$ cat src/rtl/core/spsp_pkg.sv
// Package for the pitch shift sample player: sizes, codes, state names and
// the structs passed between the sequencer, the modulo unit and the CSR block.
// No dependencies.
package spsp_pkg;

   localparam int SAMPLE_WORDS = 65536;
   localparam int MAX_CHANNELS = 2;
   localparam int SAMPLE_BITS  = 16;

   localparam int ADDR_BITS  = $clog2(SAMPLE_WORDS);
   localparam int CHAN_BITS  = 1;
   localparam int FRAME_BITS = 16;
   localparam int POS_BITS   = 32;
   localparam int FRAC_BITS  = 16;
   localparam int SPEED_BITS = 20;
   localparam int CCNT_BITS  = 2;

   // modulo unit: dividend one bit wider than a frame number
   localparam int MOD_BITS = FRAME_BITS + 1;
   localparam int MOD_CNT_BITS = $clog2(MOD_BITS);

   localparam int CSR_ADDR_BITS = 5;
   localparam int CSR_DATA_BITS = 32;

   // register indexes (byte address / 4)
   localparam logic [2:0] REG_SPEED       = 3'd0;
   localparam logic [2:0] REG_LOOP_ENABLE = 3'd1;
   localparam logic [2:0] REG_HALT_AT_END = 3'd2;
   localparam logic [2:0] REG_CHAN_COUNT  = 3'd3;
   localparam logic [2:0] REG_SOUND_FRAMES = 3'd4;

   localparam logic [1:0] CMD_WRITE   = 2'd0;
   localparam logic [1:0] CMD_RESTART = 2'd1;
   localparam logic [1:0] CMD_RENDER  = 2'd2;

   typedef enum logic [3:0] {
      S_IDLE,
      S_MOD_K,
      S_RD0,
      S_RD1,
      S_MUL,
      S_SUM,
      S_OUT,
      S_ADV,
      S_MOD_P
   } state_type;

   typedef struct packed {
      logic [SPEED_BITS-1:0] speed;
      logic                  loop_enable;
      logic                  halt_at_end;
      logic [CCNT_BITS-1:0]  channel_count;
      logic [FRAME_BITS-1:0] sound_frames;
   } cfg_type;

   typedef struct packed {
      logic                  start;
      logic [MOD_BITS-1:0]   dividend;
      logic [FRAME_BITS-1:0] divisor;
   } mod_ctrl_type;

   typedef struct packed {
      logic                  busy;
      logic                  done;
      logic [FRAME_BITS-1:0] remainder;
   } mod_stat_type;

endpackage

$ cat src/rtl/core/spsp_csr.sv
// APB-style register block: speed, looping, halting, channel count, length.
// Depends on spsp_pkg.
module spsp_csr
   import spsp_pkg::*;
(
   input  logic                     clock,
   input  logic                     reset,
   input  logic                     psel,
   input  logic                     penable,
   input  logic                     pwrite,
   input  logic [CSR_ADDR_BITS-1:0] paddr,
   input  logic [CSR_DATA_BITS-1:0] pwdata,
   output logic [CSR_DATA_BITS-1:0] prdata,
   output logic                     pready,
   output cfg_type                  cfg
);
   cfg_type    cfg_ff, cfg_in;
   logic       wr_en;
   logic [2:0] reg_idx;

   assign reg_idx = paddr[CSR_ADDR_BITS-1:2];
   assign wr_en   = psel && penable && pwrite;
   assign pready  = 1'b1;

   always_comb begin
      cfg_in = cfg_ff;
      if (wr_en) begin
         case (reg_idx)
            REG_SPEED:        cfg_in.speed         = pwdata[SPEED_BITS-1:0];
            REG_LOOP_ENABLE:  cfg_in.loop_enable   = pwdata[0];
            REG_HALT_AT_END:  cfg_in.halt_at_end   = pwdata[0];
            REG_CHAN_COUNT:   cfg_in.channel_count = pwdata[CCNT_BITS-1:0];
            REG_SOUND_FRAMES: cfg_in.sound_frames  = pwdata[FRAME_BITS-1:0];
            default: ;
         endcase
      end
   end

   always_comb begin
      case (reg_idx)
         REG_SPEED:        prdata = CSR_DATA_BITS'(cfg_ff.speed);
         REG_LOOP_ENABLE:  prdata = CSR_DATA_BITS'(cfg_ff.loop_enable);
         REG_HALT_AT_END:  prdata = CSR_DATA_BITS'(cfg_ff.halt_at_end);
         REG_CHAN_COUNT:   prdata = CSR_DATA_BITS'(cfg_ff.channel_count);
         REG_SOUND_FRAMES: prdata = CSR_DATA_BITS'(cfg_ff.sound_frames);
         default:          prdata = '0;
      endcase
   end

   always_ff @(posedge clock) begin
      if (reset) begin
         cfg_ff.speed         <= SPEED_BITS'(65536);
         cfg_ff.loop_enable   <= 1'b0;
         cfg_ff.halt_at_end   <= 1'b1;
         cfg_ff.channel_count <= CCNT_BITS'(2);
         cfg_ff.sound_frames  <= FRAME_BITS'(1);
      end else begin
         cfg_ff <= cfg_in;
      end
   end

   assign cfg = cfg_ff;
endmodule

$ cat config.mk
export PLATFORM = sky130hd
export DESIGN_NAME = spsp_csr
export DESIGN_NICKNAME = d
export VERILOG_FILES = /design/src/rtl/core/spsp_pkg.sv /design/src/rtl/core/spsp_csr.sv
export SDC_FILE = /design/constraint.sdc
export NUM_CORES = 1
export LEC_CHECK = 0
export BUFFER_PORTS_ARGS = -buffer_cell sky130_fd_sc_hd__buf_2
export CAP_MARGIN = 0
export CORE_MARGIN = 1.5
export CORE_UTILIZATION = 40
export CTS_BUF_LIST = sky130_fd_sc_hd__clkbuf_16
export CTS_CLUSTER_SIZE = 25
export DETAILED_ROUTE_END_ITERATION = 10
export HOLD_SLACK_MARGIN = 0.1
export PLACE_DENSITY = 0.87
export SLEW_MARGIN = 20
export SYNTH_ARGS = -nofsm -noshare
export SYNTH_HDL_FRONTEND = slang
export SYNTH_SLANG_ARGS = --single-unit
$ cat constraint.sdc
create_clock -name clock -period 1 [get_ports clock]
set_input_delay 0.15 -clock clock [delete_from_list [all_inputs] [get_ports clock]]
set_output_delay 0.15 -clock clock [all_outputs]
set_load 0.01 [all_outputs]
# Yosys cells after proc, flatten, opt, wreduce, memory -nomap -nowiden
# Cells that the tools add are included.
dict set report classes {
  n_reduce_logical 8
  muxes 1
  n_eq_ne 4
}
# op n
set ops {}
lappend ops {{$pmux W20 S5} 1}
lappend ops {{$reduce_and A2 Y1} 5}
lappend ops {{$eq A3 B2 Y1 const B} 2}
lappend ops {{$eq A3 B1 Y1 const B} 1}
lappend ops {{$eq A3 B3 Y1 const B} 1}
lappend ops {{$logic_not A3 Y1} 1}
lappend ops {{$logic_and A1 B1 Y1} 2}
dict set report totals {
  output_inout_bits 73
  word_cells 18
  in_bits 42
  register_bits 40
}

# Longest topological paths before layout
dict set report depth {
  depth_word 3
  mapped_depth 4
  ltp_nobuf 3
}

# Least setup slack after synthesis
# No wires, ideal clock.
dict set report synth_timing {
  path_kind {input to output}
  start {input port paddr[3]}
  end {output port prdata[10]}
  t_arrival_ps 921
  path_stages 4
  required_time_ps 850
  path_buffers 2
  slack_ps -71
  path_cell_list {or2_2 clkbuf_1 buf_2 nor2_1}
}
dict set report synth_via {
  elab_chain_cells 2
  word_cells_on_any_way 6
  classes_between {eq/ne (4); mux (1); reduce/logical (1)}
}
# element line_no
set synth_rtl {}
lappend synth_rtl {{start, declared} spsp_csr.sv:11} ;# input logic [CSR_ADDR_BITS-1:0] paddr,
lappend synth_rtl {{$eq A3 B3 Y1, or another cell as far along} spsp_csr.sv:40} ;# case (reg_idx)
lappend synth_rtl {{$pmux W20 S5 *} spsp_csr.sv:40}
lappend synth_rtl {{end, declared} spsp_csr.sv:13} ;# output logic [CSR_DATA_BITS-1:0] prdata,
# Mark *: on every way between the ends. The rest lies on a longest branch, timed or not.

# Final worst setup path
dict set report layout_timing {
  start {register cfg_ff (netlist bit cfg[20])}
  end {output port prdata[0]}
}
dict set report layout_via {
  elab_chain_cells 1
}
# element line_no
set layout_rtl {}
lappend layout_rtl {{start, declared} spsp_csr.sv:17} ;# cfg_type cfg_ff, cfg_in;
lappend layout_rtl {{start signal, assigned} spsp_csr.sv:58} ;# cfg_ff <= cfg_in;
lappend layout_rtl {{$pmux W20 S5} spsp_csr.sv:40}
# No other way between the ends.

==> impl_metrics.py <==
metrics = {
    "setup_path": {
        "crit_path_max_incr_delay_ns": 0.32,
        "endpoint_kind": "output pin",
        "worst_ep_required_time_ns": 0.85,
        "worst-path-stages": 4,
        "timing.critical_path.buf_inv": 1,
        "cpLargestDelayFamily": "flip-flops",
        "timing.critical_path.slowest_stage_cell": "sky130_fd_sc_hd__dfxtp_2",
        "crit_chain": "mux2_2, a2bb2oi_2, nand2_1, buf_2",
        "rr_worst_depth": 4,
        "timing.critical_path.fanout_max": 2,
        "setup.worst_path.class": "flop to output pin",
        "setup.worst_path.start_class": "flop",
        "cp.arrival_ns": 1.17,
    },
    "route": {
        "detail_route.iter0.violations": 96,
        "drt_first_pass_iters": 4,
        "route.detailed.drc": 0,
        "postRouteAntennaNets": 0,
        "routed_wl_um": 6000,
        "num_vias": 1960,
        "drt-wirelength-per-cell_um": 14.4,
        "vias_per_cell": 4.70,
    },
    "layout": {
        "layout-area-overhead-vs-synth_pct": 76.6,
        "postLayoutCoreUtil": 0.735,
        "drive_above_1_share": 0.591,
        "number_of_flip_flops_in_the_largest_register": 40,
        "antenna-diode-count": 0,
        "nNetsFinal": 388,
    },
    "synth": {
        "synth_most_common_cell": "sky130_fd_sc_hd__nand2b_1",
        "yosysWarningCount": 0,
        "synthDominantAreaCellType": "sky130_fd_sc_hd__dfxtp_1",
        "syn-instance-count": 227,
        "cell_variety_after_synth": 23,
        "postSynthRegisterBits": 40,
        "synth-async-reset-ratio": 0,
        "ys_seq_area_frac": 0.376,
        "yosys-top-cells-count": "57 x sky130_fd_sc_hd__nand2b_1, 55 x sky130_fd_sc_hd__mux2i_1, 40 x sky130_fd_sc_hd__dfxtp_1",
        "synth_enable_flop_cells": 0,
        "netlist_area_um2": 2130,
        "synth_top_cell_area_share": 0.376,
        "synth_ff_type": "sky130_fd_sc_hd__dfxtp_1",
        "yosys-top-cells-area": "sky130_fd_sc_hd__dfxtp_1 38%, sky130_fd_sc_hd__mux2i_1 26%, sky130_fd_sc_hd__nand2b_1 17%",
        "synthesis.area_per_instance_um2": 9.37,
    },
    "timing": {
        "final_hold_viol_count": 0,
        "fin_ws_ns": -0.318,
        "post-route-min-period_ns": 1.32,
        "slew_violations": 0,
        "clock-skew-final_ns": 0,
        "rsz0062_at_grt": "yes",
        "report.final.setup_viol": 20,
        "achievable-frequency_ghz": 0.759,
        "layout_worst_path_cycle_share": 1.32,
    },
    "clock_network": {
        "cts.sink_count": 40,
        "clkSlewWorstSetupHoldPaths_ns": 0.06,
        "htree_levels": 2,
        "cts.path.max_buffers": 2,
        "clock_tree_from_tritoncts": "yes",
        "cts_made_buffers": 5,
        "clock_latency_at_the_later_pin_of_the_worst_skew_pair_ns": 0.27,
        "clock_tree.root_cell": "sky130_fd_sc_hd__clkbuf_16",
    },
    "power": {
        "report.power.total_mw": 3.88,
        "leakage_nw": 1.66,
        "power_density_nw_per_um2": 1030,
        "ir_worst_vdd_uv": 827,
        "p_sw_frac": 0.222,
        "power_frac_seq": 0.417,
        "power_frac_clock": 0.458,
        "p_sw_mw": 0.861,
        "pwr-share-comb": 0.125,
        "internal_power_mw": 3.02,
    },
    "global_routing": {
        "grt_overflow": 0,
        "grt_start_max_net_pins": 63,
        "global_route_wire_length_before_repair_um": 9310,
        "first_global_vias": 1952,
        "antenna_found_initial": 0,
        "grt_use_total": 0.201,
    },
    "placement": {
        "placement.io_buffers": 87,
        "place.gp.congestion": 0.762,
        "place.detailed.hpwl_um": 3550,
    },
    "floorplanning": {
        "die_y_um": 75.9,
        "chipWidth_um": 75.9,
        "core_um2": 5110,
        "top_level_ports": 115,
        "initial_standard_cell_utilization_of_the_core": 0.416,
        "row_count": 26,
        "floorplan.die_area_um2": 5760,
    },
    "run_status": {
        "violations": "setup timing",
        "status": "complete, but fails checks",
    },
    "worst_hold_path": {
        "min_path_type": "input port to flop",
        "worstHoldPathCells": 3,
    },
    "job": {
        "max_cap_violations": 0,
    },
}
==> layout make-up <==
cell class                 instances  area [µm²]
tap                               70        87.6
clock buffer                       5         125
timing repair buffer             129        1190
fill                             358        1350
clock inverter                     3        38.8
multi-input combinational        170        1480
sequential                        40         840
==> power groups by stage <==
stage               clock network (mW)  logic, mW  registers (mW)
floorplan                            0      0.269            1.65
CTS                               1.80      0.453            1.62
detailed placement                   0      0.404            1.65
finish                            1.78      0.486            1.62
global placement                     0      0.397            1.65
global route                      1.87      0.519            1.62
==> cells in the final DEF, fill, tap and decap left out, types with 2 or more instances in the layout <==
cell                        count
sky130_fd_sc_hd__buf_6         62
sky130_fd_sc_hd__nand2b_1      57
sky130_fd_sc_hd__buf_2         46
sky130_fd_sc_hd__mux2i_1       41
sky130_fd_sc_hd__dfxtp_2       31
sky130_fd_sc_hd__conb_1        13
sky130_fd_sc_hd__buf_4         13
sky130_fd_sc_hd__nor2_4        12
sky130_fd_sc_hd__nor2_1        12
sky130_fd_sc_hd__mux2i_4       11
sky130_fd_sc_hd__dfxtp_1        9
sky130_fd_sc_hd__buf_12         8
sky130_fd_sc_hd__clkbuf_16      5
sky130_fd_sc_hd__mux2i_2        3
sky130_fd_sc_hd__nand3_1        2
sky130_fd_sc_hd__nand2_1        2
sky130_fd_sc_hd__and2_1         2
sky130_fd_sc_hd__and2_4         2
==> metrics by stage <==
step / area, µm² / worst slack, ns / hold slack (ns) / setup TNS, ns / instances
after floorplan: 2310 / -0.0472 / 0.305 / -0.605 / 238
final: 3760 / -0.318 / 0.134 / -2.14 / 417
after global placement: 2860 / -0.243 / 0.410 / -11.55 / 385
after CTS: 3520 / -0.320 / 0.133 / -2.31 / 413
after detailed placement: 2860 / -0.277 / 0.421 / -12.46 / 385
after global routing: 3760 / -0.352 / 0.156 / -2.97 / 417
==> layer usage <==
metal / GRT usage / wire [µm] / vias up
met1: 0.222 / 2430 / 930
met2: 0.386 / 3230 / 62
met5: 0 / 0 / -
met3: 0.0373 / 271 / 7
li1: - / - / 961
met4: 0.0556 / 62 / 0
==> path summary, 6_finish.rpt <==
kind | endpoint | from | slack (ns)
max | prdata[0] | cfg[20] | -0.32
max reg2reg | cfg[4] | cfg[4] | 0.17
min | cfg[37] | pwdata[17] | 0.13
min reg2reg | cfg[34] | cfg[34] | 0.48
==> kinds of logic after synthesis <==
family,after synthesis,share of synthesized area
simple gates,98,0.268
other cells,2,0.00353
compound gates,3,0.00882
flops,40,0.376
buf+inv,28,0.0788
mux,56,0.264
==> worst register-to-register path, delay by kind of cell, from the launching register on <==
kind                   cells  cell delay [ns]
buffers and inverters      2             0.21
multiplexers               1             0.14
flip-flops                 1             0.36
AND/OR/NAND/NOR            1             0.05
==> timing repair <==
action | CTS | global route
setup buffers | 20 | 4
gates resized for setup | 87 | 42
endpoints found under the setup margin | 21 | 50
hold buffers | 0 | 0
pin swaps | 12 | 2
Power figures use the tool's default switching activity.
