## src/rtl/core/spsp_pkg.sv

```systemverilog
// Package for the pitch shift sample player: sizes, codes, state names and
// the structs passed between the sequencer, the modulo unit and the CSR block.
// No dependencies.
package spsp_pkg;

   localparam int SAMPLE_WORDS = 65536;
   localparam int MAX_CHANNELS = 2;
   localparam int SAMPLE_BITS  = 16;

   localparam int ADDR_BITS  = $clog2(SAMPLE_WORDS);
   localparam int CHAN_BITS  = 1;
   localparam int FRAME_BITS = 16;
   localparam int POS_BITS   = 32;
   localparam int FRAC_BITS  = 16;
   localparam int SPEED_BITS = 20;
   localparam int CCNT_BITS  = 2;

   // modulo unit: dividend one bit wider than a frame number
   localparam int MOD_BITS = FRAME_BITS + 1;
   localparam int MOD_CNT_BITS = $clog2(MOD_BITS);

   localparam int CSR_ADDR_BITS = 5;
   localparam int CSR_DATA_BITS = 32;

   // register indexes (byte address / 4)
   localparam logic [2:0] REG_SPEED       = 3'd0;
   localparam logic [2:0] REG_LOOP_ENABLE = 3'd1;
   localparam logic [2:0] REG_HALT_AT_END = 3'd2;
   localparam logic [2:0] REG_CHAN_COUNT  = 3'd3;
   localparam logic [2:0] REG_SOUND_FRAMES = 3'd4;

   localparam logic [1:0] CMD_WRITE   = 2'd0;
   localparam logic [1:0] CMD_RESTART = 2'd1;
   localparam logic [1:0] CMD_RENDER  = 2'd2;

   typedef enum logic [3:0] {
      S_IDLE,
      S_MOD_K,
      S_RD0,
      S_RD1,
      S_MUL,
      S_SUM,
      S_OUT,
      S_ADV,
      S_MOD_P
   } state_type;

   typedef struct packed {
      logic [SPEED_BITS-1:0] speed;
      logic                  loop_enable;
      logic                  halt_at_end;
      logic [CCNT_BITS-1:0]  channel_count;
      logic [FRAME_BITS-1:0] sound_frames;
   } cfg_type;

   typedef struct packed {
      logic                  start;
      logic [MOD_BITS-1:0]   dividend;
      logic [FRAME_BITS-1:0] divisor;
   } mod_ctrl_type;

   typedef struct packed {
      logic                  busy;
      logic                  done;
      logic [FRAME_BITS-1:0] remainder;
   } mod_stat_type;

endpackage

```

## src/rtl/core/spsp_mod_unit.sv

```systemverilog
// Shared restoring modulo unit, one remainder bit per cycle.
// Depends on spsp_pkg.
module spsp_mod_unit
   import spsp_pkg::*;
(
   input  logic         clock,
   input  logic         reset,
   input  mod_ctrl_type ctrl,
   output mod_stat_type stat
);
   localparam logic [MOD_CNT_BITS-1:0] LAST_STEP = MOD_CNT_BITS'(MOD_BITS - 1);

   logic                    busy_ff, busy_in;
   logic                    done_ff, done_in;
   logic [MOD_CNT_BITS-1:0] cnt_ff, cnt_in;
   logic [FRAME_BITS-1:0]   rem_ff, rem_in;
   logic [MOD_BITS-1:0]     dvd_ff, dvd_in;
   logic [FRAME_BITS-1:0]   dvs_ff, dvs_in;
   logic [FRAME_BITS:0]     shifted;

   always_comb begin
      busy_in = busy_ff;
      done_in = 1'b0;
      cnt_in  = cnt_ff;
      rem_in  = rem_ff;
      dvd_in  = dvd_ff;
      dvs_in  = dvs_ff;
      shifted = {rem_ff, dvd_ff[MOD_BITS-1]};
      if (ctrl.start) begin
         busy_in = 1'b1;
         cnt_in  = '0;
         rem_in  = '0;
         dvd_in  = ctrl.dividend;
         dvs_in  = ctrl.divisor;
      end else if (busy_ff) begin
         // remainder stays below the divisor, so it fits a frame number
         if (shifted >= {1'b0, dvs_ff}) begin
            rem_in = FRAME_BITS'(shifted - {1'b0, dvs_ff});
         end else begin
            rem_in = shifted[FRAME_BITS-1:0];
         end
         dvd_in = {dvd_ff[MOD_BITS-2:0], 1'b0};
         cnt_in = cnt_ff + 1'b1;
         if (cnt_ff == LAST_STEP) begin
            busy_in = 1'b0;
            done_in = 1'b1;
         end
      end
   end

   always_ff @(posedge clock) begin
      if (reset) begin
         busy_ff <= 1'b0;
         done_ff <= 1'b0;
         cnt_ff  <= '0;
      end else begin
         busy_ff <= busy_in;
         done_ff <= done_in;
         cnt_ff  <= cnt_in;
      end
      rem_ff <= rem_in;
      dvd_ff <= dvd_in;
      dvs_ff <= dvs_in;
   end

   assign stat.busy      = busy_ff;
   assign stat.done      = done_ff;
   assign stat.remainder = rem_ff;
endmodule

```

## config.mk

```make
export PLATFORM = sky130hd
export DESIGN_NAME = spsp_mod_unit
export DESIGN_NICKNAME = d
export VERILOG_FILES = /design/src/rtl/core/spsp_pkg.sv /design/src/rtl/core/spsp_mod_unit.sv
export SDC_FILE = /design/constraint.sdc
export NUM_CORES = 1
export LEC_CHECK = 0
export ABC_AREA = 1
export BUFFER_PORTS_ARGS = -buffer_cell sky130_fd_sc_hd__buf_2
export CORE_ASPECT_RATIO = 1.2
export CORE_MARGIN = 10
export CORE_UTILIZATION = 41
export CTS_CLUSTER_DIAMETER = 40
export DETAILED_ROUTE_END_ITERATION = 10
export PLACE_DENSITY = 0.62
export SETUP_SLACK_MARGIN = 0.05
export SLEW_MARGIN = 0
export SYNTH_ARGS = -nofsm -noshare
export SYNTH_HDL_FRONTEND = slang
export SYNTH_SLANG_ARGS = --single-unit
```

## constraint.sdc

```tcl
create_clock -name clock -period 2.05 [get_ports clock]
set_input_delay 0.3075 -clock clock [delete_from_list [all_inputs] [get_ports clock]]
set_output_delay 0.3075 -clock clock [all_outputs]
set_load 0.02 [all_outputs]
```

; Yosys cells after proc, flatten, opt, wreduce, memory -nomap -nowiden
; Index checks and enable logic that the tools add are counted.
[totals]
register_bits = 56
in_bits = 36
output_inout_bits = 18
elab_cells = 21
[classes]
addsub = 2
n_lt_le_gt_ge = 1
n_eq_ne = 1
muxes = 7
bitwise = 1
n_reduce_logical = 3
[ops]
columns = operator, count
row1 = 17-bit two-way mux, 2
row2 = 17-bit by 16-bit >= comparator with 1-bit output, 1
row3 = 16-bit two-way mux, 1
row4 = 16-bit subtractor, 1
row5 = 5-bit by 1-bit adder with 5-bit output (second input constant), 1
row6 = 5-bit == test (second input constant), 1
row7 = 1-bit two-way mux, 4
row8 = 3-bit OR reduction, 1
row9 = 2-bit nonzero test, 1
row10 = 2-bit OR reduction, 1
row11 = 1-bit inverter, 1

; Depth between registers and ports, before layout
[depth]
depth_word = 4
mapped_depth = 14
depth_no_buf = 14

; Worst setup path before layout
; No wires, ideal clock.
[synth_timing]
path_kind = register to register
from = register rem_ff[10]
to = register rem_ff[0]
setup_ns = 0.131
arrival_time_ns = 1.708
required_time_ns = 1.919
slack_ns = 0.210
stages_incl_launch_ff = 13
n_path_buf = 1
synth_period_minus_slack_ns = 1.840
path_cell_list = dfxtp_1 > ha_1 > nand2_1 > inv_1 > nand2_1 > nand2_1 > nand2_1 > nand2_2 > nor2_4 > buf_4 > nand3_1 > nand3_1 > o21ai_1
[synth_via]
elab_chain_len = 2
[synth_rtl]
columns = element, line_no
row1 = "start, declared", spsp_mod_unit.sv:16  ; logic [FRAME_BITS-1:0] rem_ff, rem_in;
row2 = "start signal, assigned", spsp_mod_unit.sv:61  ; rem_ff <= rem_in;
row3 = 17-bit by 16-bit >= comparator with 1-bit output, spsp_mod_unit.sv:37  ; if (shifted >= {1'b0, dvs_ff}) begin
row4 = 16-bit two-way mux, spsp_mod_unit.sv:37
; Every way passes these cells.
; A chain may end at the register's enable or synchronous reset.

; Worst setup path after layout
[layout_timing]
from = register dvs_ff[8]
to = register rem_ff[11]
[layout_via]
elab_chain_len = 2
word_cells_on_any_way = 3
cone_classes = 1 x add/sub / 1 x order compare / 1 x mux
[layout_rtl]
columns = element, line_no
row1 = "start, declared", spsp_mod_unit.sv:18  ; logic [FRAME_BITS-1:0] dvs_ff, dvs_in;
row2 = "start signal, assigned", spsp_mod_unit.sv:63  ; dvs_ff <= dvs_in;
row3 = 16-bit subtractor / 17-bit by 16-bit >= comparator with 1-bit output (equally long branches), "spsp_mod_unit.sv:38, spsp_mod_unit.sv:37"
row4 = 16-bit two-way mux (*), spsp_mod_unit.sv:37
; Every way passes the cells marked *; elsewhere a longest branch is shown, timed or not.

==> run summary <==
The startpoint identified for the worst hold timing path is ctrl[11]. The number of levels in the clock H-tree is 2. For the worst setup path, the data required time is 2.32 ns. Across all register-to-register paths, the minimum setup slack is 0.15 ns.

Dividing the synthesized area by the synthesized cell count gives 7.67 um^2. The path class of the tightest hold or removal check is primary input to register. After synthesis, the largest family of logic cells by area is simple AND/OR/NAND/NOR gates. The transition time at the pin with the least slew margin is 0.711 ns.

The maximum clock rate is 525 MHz. The number of buffers created by CTS is 5. Row generation in the floorplan step produced 36 rows.

The post-synth design cell area came out at 3400 um^2. The overall fraction of global-route tracks in use is 14.5%. After the first detailed-routing iteration, the DRC count stood at 167.

The core area is 8110 um^2. The static leakage power is 2.11 nW. The number of nets in the layout came out at 567.

The run finished with clean final reports. The clock sink total came out at 56. The starting density of the core came out at 42.0%. STA classifies the critical path endpoint as a register. The final period demand of the worst path came out at 1.90 ns. By startpoint and endpoint, the worst setup path is classified as register to register. The via count of the first global-routing pass is 3057. The number of antenna violations at the first check in global routing came out at 0. The number of buffers inserted by port buffering came out at 53. The top-level port count came out at 54. The family with the most delay on the worst path is simple AND/OR/NAND/NOR gates. The wire length of the first global-routing pass came out at 14500 um.

The critical-path maximum fanout came out at 6. The worst slack at placement is 0.0435 ns. The cell depth of the worst hold path came out at 1. The largest net degree at the start of global routing is 26. The total number of vias is 3010. For hold timing, the worst endpoint is dvs_ff[11].

The simple logic cell fraction of the synthesized area is 34.4%. The root buffer cell is clkbuf_8. Before antenna repair, the detailed router went through 4 iterations.

The post-synthesis cell count came out at 444. Once layout is done, the placed cells without fillers occupy 4340 um^2. The congestion estimate from routability-driven global placement came to 0.923. The count of endpoints failing hold in the final timing report came out at 0. The final worst hold slack is 0.155 ns.

The largest stage delay on the critical path is 0.34 ns. The count of nets left with antenna violations once routing finished came out at 0. The overall routed net length is 8950 um. The worst register-to-register path ends at rem_ff[11]. The final antenna diode count came out at 0. The largest buffer count on any clock path came out at 2.

The worst register-to-register path begins at dvs_ff[8]. The number of design rule violations left after detail routing is 0. The post-detailed-route wirelength per cell is 14.7 um.

The clock-pin slew of the registers on the worst-case setup and hold paths came out at 0.10 ns. The complex-gate fraction of the synthesized area is 3.75%. The final total negative setup slack is 0 ns.

TritonCTS built the clock tree. The final HPWL from detailed placement came out at 6630 um. The startpoint class of the critical path is a register. The worst pin sits at a relative slew slack of 52.5%.

The setup slack of the critical path after layout came out at 0.145 ns. The library cell used most frequently in the layout, excluding fill and tap cells, is nand2_1. The number of cells on the worst reg-to-reg path is 12. The total congestion overflow after global routing is 0. The count of maximum capacitance violations is 0. The signal on the critical path passes through inv_1 -> ha_4 -> nand2_1 -> nor2_4 -> nand2_2 -> nor3_4 -> nor2_4 -> buf_4 -> buf_4 -> nand3b_1 -> nand3_1 -> nand2_1.

The final count of negative-setup-slack endpoints came out at 0. The layout cell share with drive strength beyond 1 came out at 27.3%. After synthesis the netlist holds a flip-flop and latch count of 56.

The arrival time reported for the critical path endpoint is 2.17 ns. Of the total synthesized cell area, the portion taken by full adders, half adders and majority gates is 7.21%. The count of pins over their slew limit came out at 0. The sequential element share of the synthesized area came out at 42.6%.

The xor and xnor fraction of the mapped netlist area is 1.80%. The synthesized net count is 499. The post-synthesis cell type count is 40.

The ratio of final minimum period to clock period came out at 92.9%. The post-route clock skew is 0.00686 ns. The portion of synthesized area spent on multiplexers is 0%. The floorplan step set the die height to 120 um. The routed via count divided by cell count is 4.95. The clock latency of the later-clocked register in the worst-skew pair is 0.32 ns. The count of buffer and inverter cells on the critical path came out at 3. The area of the die is 12400 um^2. The number of filler cells placed in the layout is 784. The largest individual stage delay along the critical path comes from the cell edfxtp_1.

The power per standard cell area came out at 573 nW/um^2. Measured along the x axis, the die boundary spans 103 um. The signed area change from the synthesized netlist to the final layout came out at 27.4%. The top cell types in the final layout, fill and taps aside, are 141 x nand2_1, 72 x inv_1, 53 x buf_2. The post-detailed-placement cell area came out at 3810 um^2. For this run, the number of Yosys warnings is 0. IR analysis of the VDD net gives a maximum drop of 0.000446 V.
layout make-up:
type / count / area [um^2] / share of cell area, %
clock inverters: 1 / 30.0 / 0.693
repair buffers: 69 / 430 / 9.93
multi-input cells: 304 / 1920 / 44.3
well taps: 95 / 119 / 2.74
clock buffers: 7 / 97.6 / 2.25
flip-flops and latches: 56 / 1450 / 33.5
inverters: 76 / 285 / 6.58
worst max-delay path by stage:
stage / startpoint / endpoint / slack, ns / cells after the start
after floorplan: rem_ff[10] / rem_ff[0] / 0.21 / 12
after global placement: dvs_ff[4] / rem_ff[2] / 0.1 / 11
after detailed placement: dvs_ff[4] / rem_ff[7] / 0.04 / 11
after CTS: rem_ff[11] / rem_ff[7] / 0.06 / 12
after global routing: dvs_ff[9] / rem_ff[11] / -0.002 / 12
final: dvs_ff[8] / rem_ff[11] / 0.15 / 12
state kept, by name (all words and copies together), names as in the netlist:
| register | count |
|---|---|
| done_ff | 1 |
| busy_ff | 1 |
| rem_ff | 16 |
| cnt_ff | 5 |
| dvs_ff | 16 |
| dvd_ff | 17 |
report_power, final:
| part | total [mW] | internal, mW | switching [mW] | leakage [nW] |
|---|---|---|---|---|
| Combinational | 0.388 | 0.157 | 0.231 | 1.53 |
| Clock | 0.806 | 0.439 | 0.367 | 0.0636 |
| Sequential | 1.29 | 1.27 | 0.0234 | 0.518 |
| Total | 2.48 | 1.86 | 0.621 | 2.11 |
per-stage QoR:
stage	utilization, %	instances	total power [mW]
CTS	49.1	600	2.46
floorplan	-	444	1.52
detailed placement	46.9	592	1.64
global placement	46.9	592	1.64
finish	53.5	608	2.48
global route	53.5	608	2.61
cell families (layout without fill, tap and decap cells):
logic type / Yosys count / in the layout
adders and majority gates: 19 / 19
AOI/OAI and AO/OA: 23 / 23
and+or+nand+nor: 254 / 255
DFF: 56 / 56
buffers and inverters: 85 / 153
xor gates and xnor gates: 7 / 7
synth_stat cells (all sizes together):
| cell type | instances | area [um^2] |
|---|---|---|
| nand2 | 162 | 633 |
| inv | 74 | 278 |
| nand3 | 44 | 260 |
| edfxtp | 33 | 991 |
| dfxtp | 23 | 460 |
| nor2 | 22 | 100 |
| ha | 18 | 225 |
| a21oi | 11 | 58.8 |
| nand3b | 8 | 60.1 |
| o21ai | 8 | 40.0 |
| buf | 6 | 46.3 |
| nor3 | 6 | 41.3 |
| nand4 | 5 | 31.3 |
| xnor2 | 5 | 43.8 |
| clkbuf | 3 | 15.0 |
| and2 | 2 | 12.5 |
| clkinv | 2 | 7.51 |
| or2 | 2 | 12.5 |
| xor2 | 2 | 17.5 |
| a211oi | 1 | 7.51 |
| a31oi | 1 | 6.26 |
| and3 | 1 | 6.26 |
| fa | 1 | 20.0 |
| nor3b | 1 | 7.51 |
| nor4 | 1 | 6.26 |
| o211ai | 1 | 7.51 |
| o21a | 1 | 7.51 |
layer usage:
| metal | global-route usage [%] | wire (um) | share of wire [%] | vias to the layer above |
|---|---|---|---|---|
| met5 | 0 | 0 | 0 | - |
| met4 | 4.70 | 211 | 2.4 | 0 |
| met3 | 3.67 | 538 | 6.0 | 16 |
| met2 | 24.7 | 4440 | 50 | 80 |
| met1 | 17.3 | 3760 | 42 | 1371 |
| li1 | - | - | - | 1543 |
what timing repair did:
action                                  4_1_cts  5_1_grt
gates resized for setup                       5       56
setup buffers                                 0        6
endpoints found under the setup margin        4       16
gates cloned                                  0        2
pin swaps                                     2       11
hold buffers                                  0        0
worst register-to-register path: stages (launching register included):
cell	delay, ns
edfxtp_1	0.34
inv_1	0.07
ha_4	0.30
nand2_1	0.11
nor2_4	0.13
nand2_2	0.08
nor3_4	0.22
nor2_4	0.07
buf_4	0.14
buf_4	0.15
nand3b_1	0.08
nand3_1	0.08
nand2_1	0.10
No activity file was read; power rests on OpenSTA's default activity.
